### config.mk
export PLATFORM = sky130hd
export DESIGN_NAME = seven_segment_number_display_flat
export DESIGN_NICKNAME = d
export VERILOG_FILES = /design/src/ssnd_pkg.sv /design/src/ssnd_in_if.sv /design/src/ssnd_out_if.sv /design/src/seven_segment_number_display.sv /design/src/flat_wrapper.sv
export SDC_FILE = /design/constraint.sdc
export NUM_CORES = 1
export LEC_CHECK = 0
export ABC_CLOCK_PERIOD_IN_PS = 21000
export BUFFER_PORTS_ARGS = -buffer_cell sky130_fd_sc_hd__buf_4
export CORE_MARGIN = 2
export CORE_UTILIZATION = 55
export CTS_CLUSTER_SIZE = 10
export DETAILED_ROUTE_END_ITERATION = 8
export HOLD_SLACK_MARGIN = 0.08
export PLACE_DENSITY = 0.73
export SYNTH_ARGS = -nofsm -noshare
export SYNTH_HDL_FRONTEND = slang
export SYNTH_SLANG_ARGS = --single-unit
### constraint.sdc
create_clock -name i_clk -period 21 [get_ports i_clk]
set_input_delay 4.2 -clock i_clk [delete_from_list [all_inputs] [get_ports i_clk]]
set_output_delay 4.2 -clock i_clk [all_outputs]
set_load 0.1 [all_outputs]
### src/ssnd_pkg.sv
// Shared types, constants and the digit-to-segment table for the
// seven-segment number display. No dependencies.
`default_nettype none

package ssnd_pkg;

    localparam int MAX_DIGITS_DEF = 4;

    // Payload widths
    localparam int CMD_W   = 2;
    localparam int VALUE_W = 16;
    localparam int POS_W   = 2;
    localparam int SEG_W   = 8;
    localparam int DIG_W   = 2;

    // Configuration port
    localparam int CFG_IDX_W  = 2;
    localparam int CFG_DATA_W = 8;
    localparam logic [CFG_IDX_W-1:0] CFG_DIGITS_USED = 2'd0;
    localparam logic [CFG_IDX_W-1:0] CFG_BLINK_MASK  = 2'd1;
    localparam logic [CFG_IDX_W-1:0] CFG_DWELL_TICKS = 2'd2;

    localparam logic [2:0] DIGITS_USED_RST = 3'd4;
    localparam logic [3:0] BLINK_MASK_RST  = 4'd0;
    localparam logic [7:0] DWELL_TICKS_RST = 8'd4;

    // Digit counters are four bits wide and hold positions 0 to 15
    localparam int CNT_W = 4;

    typedef enum logic [CMD_W-1:0] {
        CMD_WRITE = 2'd0,
        CMD_CLEAR = 2'd1,
        CMD_TICK  = 2'd2,
        CMD_NOP   = 2'd3
    } t_cmd;

    localparam logic [SEG_W-1:0] SEG_ZERO  = 8'b0011_1111;
    localparam logic [SEG_W-1:0] SEG_MINUS = 8'b0100_0000;
    localparam logic [SEG_W-1:0] SEG_BLANK = 8'b0000_0000;
    localparam logic [SEG_W-1:0] SEG_DOT   = 8'b1000_0000;

    // Millisecond phase
    localparam int PHASE_W = 10;
    localparam logic [PHASE_W-1:0] PHASE_LAST     = 10'd999;
    localparam logic [PHASE_W-1:0] BLINK_ON_END   = 10'd200;
    localparam logic [PHASE_W-1:0] OVF_HALF       = 10'd500;
    localparam logic [PHASE_W-1:0] OVF_ON_START   = 10'd300;
    localparam logic [PHASE_W-1:0] OVF_ON_START_2 = 10'd800;

    // q = (m * RECIP_10) >> RECIP_SH is m / 10 for every m below 43691
    localparam logic [15:0] RECIP_10 = 16'd52429;
    localparam int          RECIP_SH = 19;
    localparam logic [3:0]  RADIX    = 4'd10;

    function automatic logic [SEG_W-1:0] seg_of(input logic [3:0] d);
        logic [SEG_W-1:0] s;
        case (d)
            4'd0:    s = SEG_ZERO;
            4'd1:    s = 8'h06;
            4'd2:    s = 8'h5B;
            4'd3:    s = 8'h4F;
            4'd4:    s = 8'h66;
            4'd5:    s = 8'h6D;
            4'd6:    s = 8'h7D;
            4'd7:    s = 8'h07;
            4'd8:    s = 8'h7F;
            4'd9:    s = 8'h6F;
            default: s = SEG_BLANK;
        endcase
        return s;
    endfunction

endpackage

`default_nettype wire

### src/ssnd_in_if.sv
// Input channel of the seven-segment number display: valid/ready plus
// command, value and position. Depends on ssnd_pkg.
`default_nettype none

interface ssnd_in_if;
    logic                               valid;
    logic                               ready;
    logic [ssnd_pkg::CMD_W-1:0]         command;
    logic signed [ssnd_pkg::VALUE_W-1:0] value;
    logic [ssnd_pkg::POS_W-1:0]         position;

    modport source (output valid, command, value, position, input ready);
    modport sink   (input valid, command, value, position, output ready);
endinterface

`default_nettype wire

### src/ssnd_out_if.sv
// Result channel of the seven-segment number display: valid/ready plus
// segments, digit and overflow. Depends on ssnd_pkg.
`default_nettype none

interface ssnd_out_if;
    logic                       valid;
    logic                       ready;
    logic [ssnd_pkg::SEG_W-1:0] segments;
    logic [ssnd_pkg::DIG_W-1:0] digit;
    logic                       overflow;

    modport source (output valid, segments, digit, overflow, input ready);
    modport sink   (input valid, segments, digit, overflow, output ready);
endinterface

`default_nettype wire

### src/seven_segment_number_display.sv
// Multiplexed seven-segment number display controller, top level.
// Depends on ssnd_pkg, ssnd_in_if and ssnd_out_if.
//
// Every transfer on i_in (write, clear, tick or no-op) gives one transfer on
// o_out showing the scanned digit after the update. Clear, tick and no-op go
// from the accept to ST_EMIT, which loads the result register once o_out is
// free. A write runs ST_CONV for each decimal digit of |value| (1..5), then
// ST_SIGN for a negative value, then ST_EMIT; the divide-by-ten unit peels
// off one digit per cycle. i_in.ready is high whenever the sequencer is idle,
// also while the previous result still waits on o_out.
`default_nettype none

module seven_segment_number_display #(
    parameter int MAX_DIGITS = ssnd_pkg::MAX_DIGITS_DEF
) (
    input  logic                            i_clk,
    input  logic                            i_rst_n,
    input  logic                            i_cfg_we,
    input  logic [ssnd_pkg::CFG_IDX_W-1:0]  i_cfg_idx,
    input  logic [ssnd_pkg::CFG_DATA_W-1:0] i_cfg_data,
    ssnd_in_if.sink                         i_in,
    ssnd_out_if.source                      o_out
);

    localparam int AW = (MAX_DIGITS > 1) ? $clog2(MAX_DIGITS) : 1;
    localparam int NW = ssnd_pkg::CNT_W;

    typedef enum logic [3:0] {
        ST_IDLE = 4'b0001,
        ST_CONV = 4'b0010,
        ST_SIGN = 4'b0100,
        ST_EMIT = 4'b1000
    } t_state;

    t_state r_state, n_state;

    logic [2:0] r_digits_used, n_digits_used;
    logic [3:0] r_blink, n_blink;
    logic [7:0] r_dwell, n_dwell;

    logic [ssnd_pkg::SEG_W-1:0] r_pat [MAX_DIGITS];
    logic [ssnd_pkg::SEG_W-1:0] n_pat [MAX_DIGITS];
    logic [ssnd_pkg::PHASE_W-1:0] r_phase, n_phase;
    logic [7:0] r_cnt, n_cnt;
    logic [1:0] r_scan, n_scan;
    logic       r_ovf, n_ovf;

    // conversion working registers
    logic [15:0]   r_mag, n_mag;
    logic          r_neg, n_neg;
    logic [NW-1:0] r_j, n_j;

    logic                        r_out_valid, n_out_valid;
    logic [ssnd_pkg::SEG_W-1:0]  r_out_seg, n_out_seg;
    logic [ssnd_pkg::DIG_W-1:0]  r_out_dig, n_out_dig;
    logic                        r_out_ovf, n_out_ovf;

    logic [NW-1:0] fitted;
    logic [7:0]    dwell_eff;
    logic [7:0]    cnt_inc;
    logic [2:0]    scan_inc;
    logic          in_xfer;
    logic          out_free;
    logic [15:0]   in_raw;
    logic [31:0]   prod;
    logic [15:0]   quot;
    logic [15:0]   rem_full;
    logic [3:0]    rem;
    logic [ssnd_pkg::SEG_W-1:0] show_seg;
    logic          blink_on;
    logic          ovf_on;

    always_comb begin
        if (r_digits_used == 3'd0) begin
            fitted = NW'(1);
        end else if (int'(r_digits_used) > MAX_DIGITS) begin
            fitted = NW'(MAX_DIGITS);
        end else begin
            fitted = NW'(r_digits_used);
        end
    end

    assign dwell_eff = (r_dwell == 8'd0) ? 8'd1 : r_dwell;
    assign cnt_inc   = r_cnt + 8'd1;
    assign scan_inc  = {1'b0, r_scan} + 3'd1;

    assign i_in.ready = (r_state == ST_IDLE);
    assign in_xfer    = i_in.valid && i_in.ready;
    assign out_free   = !r_out_valid || o_out.ready;
    assign in_raw     = i_in.value;

    // divide-by-ten unit: one decimal digit per cycle
    assign prod     = r_mag * ssnd_pkg::RECIP_10;
    assign quot     = 16'(prod >> ssnd_pkg::RECIP_SH);
    assign rem_full = r_mag - quot * 16'(ssnd_pkg::RADIX);
    assign rem      = rem_full[3:0];

    // displayed digit with its decimal point
    always_comb begin
        if (int'(r_scan) < MAX_DIGITS) begin
            show_seg = r_pat[AW'(r_scan)];
        end else begin
            show_seg = ssnd_pkg::SEG_BLANK;
        end
        blink_on = r_blink[r_scan] && (r_phase < ssnd_pkg::BLINK_ON_END);
        // phase mod 500 above 300
        ovf_on = r_ovf && ((r_phase > ssnd_pkg::OVF_ON_START_2) ||
                 ((r_phase > ssnd_pkg::OVF_ON_START) && (r_phase < ssnd_pkg::OVF_HALF)));
        if (blink_on || ovf_on) begin
            show_seg = show_seg | ssnd_pkg::SEG_DOT;
        end
    end

    always_comb begin
        n_state       = r_state;
        n_digits_used = r_digits_used;
        n_blink       = r_blink;
        n_dwell       = r_dwell;
        n_pat         = r_pat;
        n_phase       = r_phase;
        n_cnt         = r_cnt;
        n_scan        = r_scan;
        n_ovf         = r_ovf;
        n_mag         = r_mag;
        n_neg         = r_neg;
        n_j           = r_j;
        n_out_valid   = r_out_valid;
        n_out_seg     = r_out_seg;
        n_out_dig     = r_out_dig;
        n_out_ovf     = r_out_ovf;

        if (r_out_valid && o_out.ready) begin
            n_out_valid = 1'b0;
        end

        if (i_cfg_we) begin
            case (i_cfg_idx)
                ssnd_pkg::CFG_DIGITS_USED: n_digits_used = i_cfg_data[2:0];
                ssnd_pkg::CFG_BLINK_MASK:  n_blink       = i_cfg_data[3:0];
                ssnd_pkg::CFG_DWELL_TICKS: n_dwell       = i_cfg_data;
                default: ;
            endcase
        end

        case (r_state)
            ST_IDLE: begin
                if (in_xfer) begin
                    n_state = ST_EMIT;
                    case (ssnd_pkg::t_cmd'(i_in.command))
                        ssnd_pkg::CMD_WRITE: begin
                            n_neg   = in_raw[15];
                            n_mag   = in_raw[15] ? (16'd0 - in_raw) : in_raw;
                            n_j     = NW'(i_in.position);
                            n_ovf   = 1'b0;
                            n_state = ST_CONV;
                        end
                        ssnd_pkg::CMD_CLEAR: begin
                            for (int i = 0; i < MAX_DIGITS; i++) begin
                                if (i < int'(fitted)) begin
                                    n_pat[i] = ssnd_pkg::SEG_BLANK;
                                end
                            end
                        end
                        ssnd_pkg::CMD_TICK: begin
                            n_phase = (r_phase == ssnd_pkg::PHASE_LAST) ?
                                      '0 : r_phase + 1'b1;
                            if (cnt_inc >= dwell_eff) begin
                                n_cnt = 8'd0;
                                if (NW'(scan_inc) >= fitted) begin
                                    n_scan = 2'd0;
                                end else begin
                                    n_scan = scan_inc[1:0];
                                end
                            end else begin
                                n_cnt = cnt_inc;
                            end
                        end
                        default: ;
                    endcase
                end
            end
            ST_CONV: begin
                if (r_j < fitted) begin
                    n_pat[AW'(r_j)] = ssnd_pkg::seg_of(rem);
                    n_j = r_j + 1'b1;
                end else begin
                    n_ovf = 1'b1;
                end
                n_mag = quot;
                if (quot == 16'd0) begin
                    n_state = r_neg ? ST_SIGN : ST_EMIT;
                end
            end
            ST_SIGN: begin
                if (r_j < fitted) begin
                    n_pat[AW'(r_j)] = ssnd_pkg::SEG_MINUS;
                end else begin
                    n_ovf = 1'b1;
                end
                n_state = ST_EMIT;
            end
            ST_EMIT: begin
                if (out_free) begin
                    n_out_valid = 1'b1;
                    n_out_seg   = show_seg;
                    n_out_dig   = r_scan;
                    n_out_ovf   = r_ovf;
                    n_state     = ST_IDLE;
                end
            end
            default: n_state = ST_IDLE;
        endcase
    end

    always_ff @(posedge i_clk) begin
        if (!i_rst_n) begin
            r_state       <= ST_IDLE;
            r_digits_used <= ssnd_pkg::DIGITS_USED_RST;
            r_blink       <= ssnd_pkg::BLINK_MASK_RST;
            r_dwell       <= ssnd_pkg::DWELL_TICKS_RST;
            for (int i = 0; i < MAX_DIGITS; i++) begin
                r_pat[i] <= ssnd_pkg::SEG_BLANK;
            end
            r_phase       <= '0;
            r_cnt         <= 8'd0;
            r_scan        <= 2'd0;
            r_ovf         <= 1'b0;
            r_out_valid   <= 1'b0;
        end else begin
            r_state       <= n_state;
            r_digits_used <= n_digits_used;
            r_blink       <= n_blink;
            r_dwell       <= n_dwell;
            r_pat         <= n_pat;
            r_phase       <= n_phase;
            r_cnt         <= n_cnt;
            r_scan        <= n_scan;
            r_ovf         <= n_ovf;
            r_out_valid   <= n_out_valid;
        end
    end

    always_ff @(posedge i_clk) begin
        r_mag     <= n_mag;
        r_neg     <= n_neg;
        r_j       <= n_j;
        r_out_seg <= n_out_seg;
        r_out_dig <= n_out_dig;
        r_out_ovf <= n_out_ovf;
    end

    assign o_out.valid    = r_out_valid;
    assign o_out.segments = r_out_seg;
    assign o_out.digit    = r_out_dig;
    assign o_out.overflow = r_out_ovf;

endmodule

`default_nettype wire

### src/flat_wrapper.sv
// flat-port wrapper written by rule: the top's interface ports become plain ports
module seven_segment_number_display_flat 
#(
    parameter int MAX_DIGITS = ssnd_pkg::MAX_DIGITS_DEF
)
  (i_clk, i_rst_n, i_cfg_we, i_cfg_idx, i_cfg_data, i_in_valid, i_in_command, i_in_value, i_in_position, i_in_ready, o_out_valid, o_out_segments, o_out_digit, o_out_overflow, o_out_ready);
  ssnd_in_if i_in_i ();
  ssnd_out_if o_out_i ();
  input  logic i_clk;
  input  logic i_rst_n;
  input  logic i_cfg_we;
  input  logic [ssnd_pkg::CFG_IDX_W-1:0] i_cfg_idx;
  input  logic [ssnd_pkg::CFG_DATA_W-1:0] i_cfg_data;
  input wire logic [$bits(i_in_i.valid)-1:0] i_in_valid;
  input wire logic [$bits(i_in_i.command)-1:0] i_in_command;
  input wire logic [$bits(i_in_i.value)-1:0] i_in_value;
  input wire logic [$bits(i_in_i.position)-1:0] i_in_position;
  output wire logic [$bits(i_in_i.ready)-1:0] i_in_ready;
  output wire logic [$bits(o_out_i.valid)-1:0] o_out_valid;
  output wire logic [$bits(o_out_i.segments)-1:0] o_out_segments;
  output wire logic [$bits(o_out_i.digit)-1:0] o_out_digit;
  output wire logic [$bits(o_out_i.overflow)-1:0] o_out_overflow;
  input wire logic [$bits(o_out_i.ready)-1:0] o_out_ready;
  assign i_in_i.valid = i_in_valid;
  assign i_in_i.command = i_in_command;
  assign i_in_i.value = i_in_value;
  assign i_in_i.position = i_in_position;
  assign i_in_ready = i_in_i.ready;
  assign o_out_valid = o_out_i.valid;
  assign o_out_segments = o_out_i.segments;
  assign o_out_digit = o_out_i.digit;
  assign o_out_overflow = o_out_i.overflow;
  assign o_out_i.ready = o_out_ready;
  seven_segment_number_display #(.MAX_DIGITS(MAX_DIGITS)) u_core (.i_clk(i_clk), .i_rst_n(i_rst_n), .i_cfg_we(i_cfg_we), .i_cfg_idx(i_cfg_idx), .i_cfg_data(i_cfg_data), .i_in(i_in_i), .o_out(o_out_i));
endmodule
# Yosys cells after proc, flatten, opt, wreduce, memory -nomap -nowiden
# Memories as Yosys holds them, arrays and structs flattened.
# Cells that the tools add are included.
# W data, S select, Z words.
# classes
mul	2
n_mux	46
magnitude_cmp	16
n_bitwise	5
n_reduce_logical	34
addsub	6
n_eq_ne	21
# ops
cell	n
$mux W32	4
$pmux W32 S3	1
$mux W8	11
$mux W16	3
$bwmux W32	1
$mul A16 B16 Y32 const B	1
$mux W4	8
$pmux W16 S2	1
$and A28 B28 Y28	1
$not A28 Y28	1
$reduce_and A6 Y1	4
$bmux W8 S2	1
$demux W8 S2	1
$logic_not A16 Y1	1
$ne A2 B2 Y1 const B	8
$pmux W4 S4	1
$sub A1 B16 Y16 const A	1
$mul A13 B3 Y3 const B	1
$reduce_and A3 Y1	4
$reduce_and A4 Y1	3
$add A10 B1 Y10 const B	1
$eq A10 B10 Y1 const B	1
$gt A10 B10 Y1 const B	1
$gt A10 B9 Y1 const B	1
41 further kinds	69
# word_totals
mem_bits_ro	112
word_cells	151
out_inout_bits	13
memories	1
register_bits	105
input_bits	35
# memory_table
name	depth	word_bits	read_ports	rd_clocked_by_memory_dff	write_ports	line	text
(no name shown)	16	7	1	0	0	ssnd_pkg.sv:57	case (d)

# Logic depth before layout (Yosys ltp)
# depth
word_depth	9
ltp_mapped	26
ltp_nobuf	23

# Worst setup path after synthesis
# OpenSTA, ideal clock, no wires.
# synth_path
path_type	register to register
start	register u_core.r_mag[3]
end	register u_core.r_pat[14] (netlist bit)
arrival_time_ns	6.496
t_required_ns	20.874
synth_period_minus_slack_ns	6.622
path_buffers	1
setup_time_ns	0.126
setup_slack_ns	14.378
stages_incl_launch_ff	24
cell_sequence	edfxtp_1 > ha_1 > inv_1 > fa_1 > inv_1 > fa_1 > fa_1 > fa_1 > inv_1 > fa_1 > inv_1 > ha_1 > and4_1 > and3_1 > a221oi_1 > o221ai_2 > xnor2_1 > fa_1 > xor2_1 > xnor3_2 > buf_6 > xnor2_2 > a311oi_2 > o21ai_1
# synth_via
elab_chain_cells	9
# synth_lines
element	line	text
start: declaration	seven_segment_number_display.sv:49	logic [15:0] r_mag, n_mag;
start signal: assignment	seven_segment_number_display.sv:244	r_mag <= n_mag;
$mul A16 B16 Y32	seven_segment_number_display.sv:93	assign prod = r_mag * ssnd_pkg::RECIP_10;
$mul A13 B3 Y3	seven_segment_number_display.sv:95	assign rem_full = r_mag - quot * 16'(ssnd_pkg::RADIX);
$sub A4 B4 Y4 (*)	seven_segment_number_display.sv:95	
$mem_v2 Z16 W7 (*)	-	
$mux W8 (*)	seven_segment_number_display.sv:183	if (r_j < fitted) begin
$mux W8 (*)	seven_segment_number_display.sv:145	case (r_state)
$bwmux W32 (*)	seven_segment_number_display.sv:184	n_pat[AW'(r_j)] = ssnd_pkg::seg_of(rem);
$mux W32 (*)	seven_segment_number_display.sv:183	
$pmux W32 S3 (*)	seven_segment_number_display.sv:145	
end signal: indexed assignment	seven_segment_number_display.sv:222	r_pat[i] <= ssnd_pkg::SEG_BLANK;
end signal: assignment	seven_segment_number_display.sv:234	r_pat <= n_pat;
end: declaration	seven_segment_number_display.sv:41	logic [ssnd_pkg::SEG_W-1:0] r_pat [MAX_DIGITS];
# Mark *: on every way between the ends. The rest lies on a longest branch, timed or not. The select of a mux whose other input is x is not followed.
# A chain may end at the register's enable or synchronous reset.

# Worst setup path in the final report
# layout_path
start	register u_core.r_mag[3]
end	register u_core.r_pat[30] (netlist bit)
# Same word-level chain as after synthesis.

==> flow_summary_export.csv <==
group,metric,value,unit
run_status,outcome,"completed",
layout,nFillCells,1631,
clock_network,post-cts-setup-buffer-count,0,
place,post_dp_hpwl,19.22,mm
synthesis,ys.flop_type,"sky130_fd_sc_hd__dfxtp_1",
layout,layout-drive-gt1-share,7.766,%
layout,finalInstanceArea,11130,sq um
synthesis,postSynthAreaPerCell,9.305,sq um
min_path,hold_path_class,"flip-flop to flip-flop",
synthesis,synthesis.nets,1381,
layout,antennaDiodeCount,0,
setup_path,start_kind,"flip-flop",
synthesis,synth-seq-area-share,23.54,%
floorplan,core.rowCount,50,
job,max_cap_viol_count,0,
global_routing,global_route_wire_length_before_repair,38.01,mm
place,globalplace.congestion,0.9517,
drt,detailedRoute.firstIterationViolations,407,
global_routing,overall_global_routing_resource_usage,23.98,%
clock_network,clock_tree.htree_level_count,3,
clock_network,post_cts_clock_slew_at_the_launch_and_capture_registers_of_the_worst_setup_and_hold_paths,0.07,ns
timing,total_count_of_hold_check_failures_in_the_final_report,0,
global_routing,globalRoute.totalOverflow,0,
setup_path,cp-end-kind,"flip-flop",
drt,post_drt_wl_per_cell,16.77,um
setup_path,criticalPathCategory,"flip-flop to flip-flop",
timing,setup_repair_after_global_routing_missed_its_margin,"no",
floorplan,core,18520,sq um
global_routing,grt_start_max_net_pins,44,
place,io_buffer_count,47,
clock_network,number_of_cells_upsized_or_downsized_after_cts,0,
layout,final_nets,1416,
drt,totalWireLength,23.14,mm
floorplan,io_pins,48,
timing,fin_skew,0.009018,ns
drt,drt_pass1_iterations,5,
floorplan,die_w,140.8,um
timing,final_max_slew_viol_count,0,
clock_network,clock_insertion_delay_at_the_later_pin_of_the_skew_report,0.35,ns
clock_network,tritoncts,"done",
clock_network,numCtsBuffers,9,
drt,vias_per_cell,5.641,
synthesis,synth.yosys.warnings,0,
drt,drt_drc_violations_left,0,
setup_path,cp.arrival,7.54,ns
timing,timing_worst_slew_pin_value,1.094,ns
synthesis,synth-async-reset-ratio,0,%
floorplan,fp.dieArea,19820,sq um
synthesis,synth-edff-count,32,
floorplan,die_height,140.8,um
layout,syn2layout_area_growth,8.183,%
clock_network,clock-root-buffer,"sky130_fd_sc_hd__clkbuf_16",
floorplan,initial_core_util,55.57,%
synthesis,synthesis.instances,1106,
setup_path,worst-path-max-fanout,12,
timing,tns,0,ns
timing,max-slew-margin-rel,26.89,%
layout,final_core_util,60.12,%
timing,timing.fmax,136.8,MHz
synthesis,mappedNetlistArea,10290,sq um
synthesis,number_of_distinct_library_cell_variants_in_the_gate_level_netlist_after_synthesis,70,
timing,final_min_period_over_clock_period,34.81,%
drt,drtAntennaViolNets,0,
place,placed_area,10850,sq um
clock_network,cts.hold.buffers_added,0,
global_routing,antenna_found_initial,0,
timing,period_needed,7.310,ns
drt,total_number_of_vias,7784,
setup_path,cp.required,21.23,ns
timing,setup_viol_count_final,0,
clock_network,clkSinkCount,105,
synthesis,yosys_register_bits,105,
clock_network,clock_path_buffers,2,
global_routing,vias_in_the_first_global_route,7650,
==> metal layers <==
metal | global-route usage, % | wire length (um) | up-vias
met3 | 5.435 | 1514 | 42
met1 | 33.37 | 10500 | 3714
li1 | - | - | 3821
met5 | 0 | 0 | -
met2 | 37.74 | 10520 | 207
met4 | 7.000 | 610 | 0
==> synth_stat cells, types with 18 or more instances <==
| cell | n | share of area (%) |
|---|---|---|
| sky130_fd_sc_hd__inv_1 | 178 | 6.5 |
| sky130_fd_sc_hd__a21oi_1 | 30 | 1.5 |
| sky130_fd_sc_hd__fa_1 | 81 | 16 |
| sky130_fd_sc_hd__edfxtp_1 | 32 | 9.3 |
| sky130_fd_sc_hd__nand3_1 | 22 | 1.1 |
| sky130_fd_sc_hd__clkbuf_1 | 22 | 0.80 |
| sky130_fd_sc_hd__xor2_1 | 24 | 2.0 |
| sky130_fd_sc_hd__nor3_1 | 23 | 1.1 |
| sky130_fd_sc_hd__ha_1 | 159 | 19 |
| sky130_fd_sc_hd__o21ai_0 | 69 | 3.4 |
| sky130_fd_sc_hd__mux2i_1 | 18 | 1.8 |
| sky130_fd_sc_hd__xnor2_1 | 21 | 1.8 |
| sky130_fd_sc_hd__dfxtp_1 | 73 | 14 |
| sky130_fd_sc_hd__nor2b_1 | 22 | 1.3 |
| sky130_fd_sc_hd__nand2_1 | 108 | 3.9 |
| sky130_fd_sc_hd__nor2_1 | 48 | 1.8 |
==> registers in the layout (all words and copies together), names as in the netlist, 2 cells and up <==
register               count
u_core.r_dwell             8
u_core.r_cnt               8
u_core.r_digits_used       3
u_core.r_scan              2
u_core.r_j                 4
u_core.r_phase            10
u_core.o_out.digit         2
u_core.r_blink             4
u_core.r_pat              32
u_core.r_state             4
u_core.o_out.segments      8
u_core.r_mag              16
==> layout make-up <==
class / count / area [sq um] / share of cell area [%]
Clock buffer: 9 / 225.2 / 2.023
Clock inverter: 7 / 55.05 / 0.4945
Inverter: 178 / 668.1 / 6.001
Multi-Input combinational cell: 796 / 7087 / 63.65
Sequential cell: 105 / 2422 / 21.76
Tap cell: 234 / 292.8 / 2.630
Timing Repair Buffer: 51 / 382.9 / 3.439
==> kinds of logic (layout without fill, tap and decap cells) <==
group           Yosys count  after routing  share of synthesized area, %
xor+xnor                 48             48                         4.377
fa+ha+maj               240            240                         35.09
mux                      28             28                         3.830
simple gates            303            303                         14.52
compound gates          177            177                         11.00
flops                   105            105                         23.54
buf+inv                 205            245                         7.647
==> final timing paths <==
check	slack (ns)	from	endpoint	cells past startpoint
worst max-delay path	13.69	u_core.r_mag[3]	u_core.r_pat[30]	22
worst min-delay path	0.45	u_core.r_pat[14]	u_core.r_pat[14]	2
worst max register to register	13.69	u_core.r_mag[3]	u_core.r_pat[30]	22
worst min register to register	0.45	u_core.r_pat[14]	u_core.r_pat[14]	2
==> cells in the final DEF, fill, tap and decap left out, drive strengths merged, types with 30 or more instances in the layout <==
master	Yosys	routed
o21ai	74	74
inv	178	180
buf	5	51
ha	159	159
edfxtp	32	32
nand2	108	108
fa	81	81
dfxtp	73	73
nor2	48	48
a21oi	30	30
==> critical path, stage by stage, from the launching register on <==
cell	delay, ns
sky130_fd_sc_hd__edfxtp_1	0.52
sky130_fd_sc_hd__ha_1	0.39
sky130_fd_sc_hd__inv_1	0.08
sky130_fd_sc_hd__fa_1	0.53
sky130_fd_sc_hd__inv_1	0.05
sky130_fd_sc_hd__fa_1	0.52
sky130_fd_sc_hd__fa_1	0.53
sky130_fd_sc_hd__fa_1	0.55
sky130_fd_sc_hd__inv_1	0.06
sky130_fd_sc_hd__fa_1	0.53
sky130_fd_sc_hd__inv_1	0.04
sky130_fd_sc_hd__ha_1	0.33
sky130_fd_sc_hd__and4_1	0.22
sky130_fd_sc_hd__and3_1	0.21
sky130_fd_sc_hd__a221oi_1	0.29
sky130_fd_sc_hd__o221ai_2	0.28
sky130_fd_sc_hd__xnor2_1	0.52
sky130_fd_sc_hd__fa_1	0.29
sky130_fd_sc_hd__xor2_1	0.16
sky130_fd_sc_hd__xnor3_2	0.40
sky130_fd_sc_hd__and3_1	0.24
sky130_fd_sc_hd__a311oi_2	0.32
sky130_fd_sc_hd__o21ai_1	0.12
==> through the flow <==
step                      std cells  worst slack, ns  hold WS (ns)
after floorplan                1106            14.38        0.4198
after global placement         1364            13.95        0.4313
after detailed placement       1364            13.70        0.4427
after CTS                      1380            13.68        0.4557
after global routing           1380            13.31        0.4723
final                          1380            13.69        0.4513
Power is not shown: default switching activity piles up to over one toggle a cycle in this logic, so the estimate is an artifact.
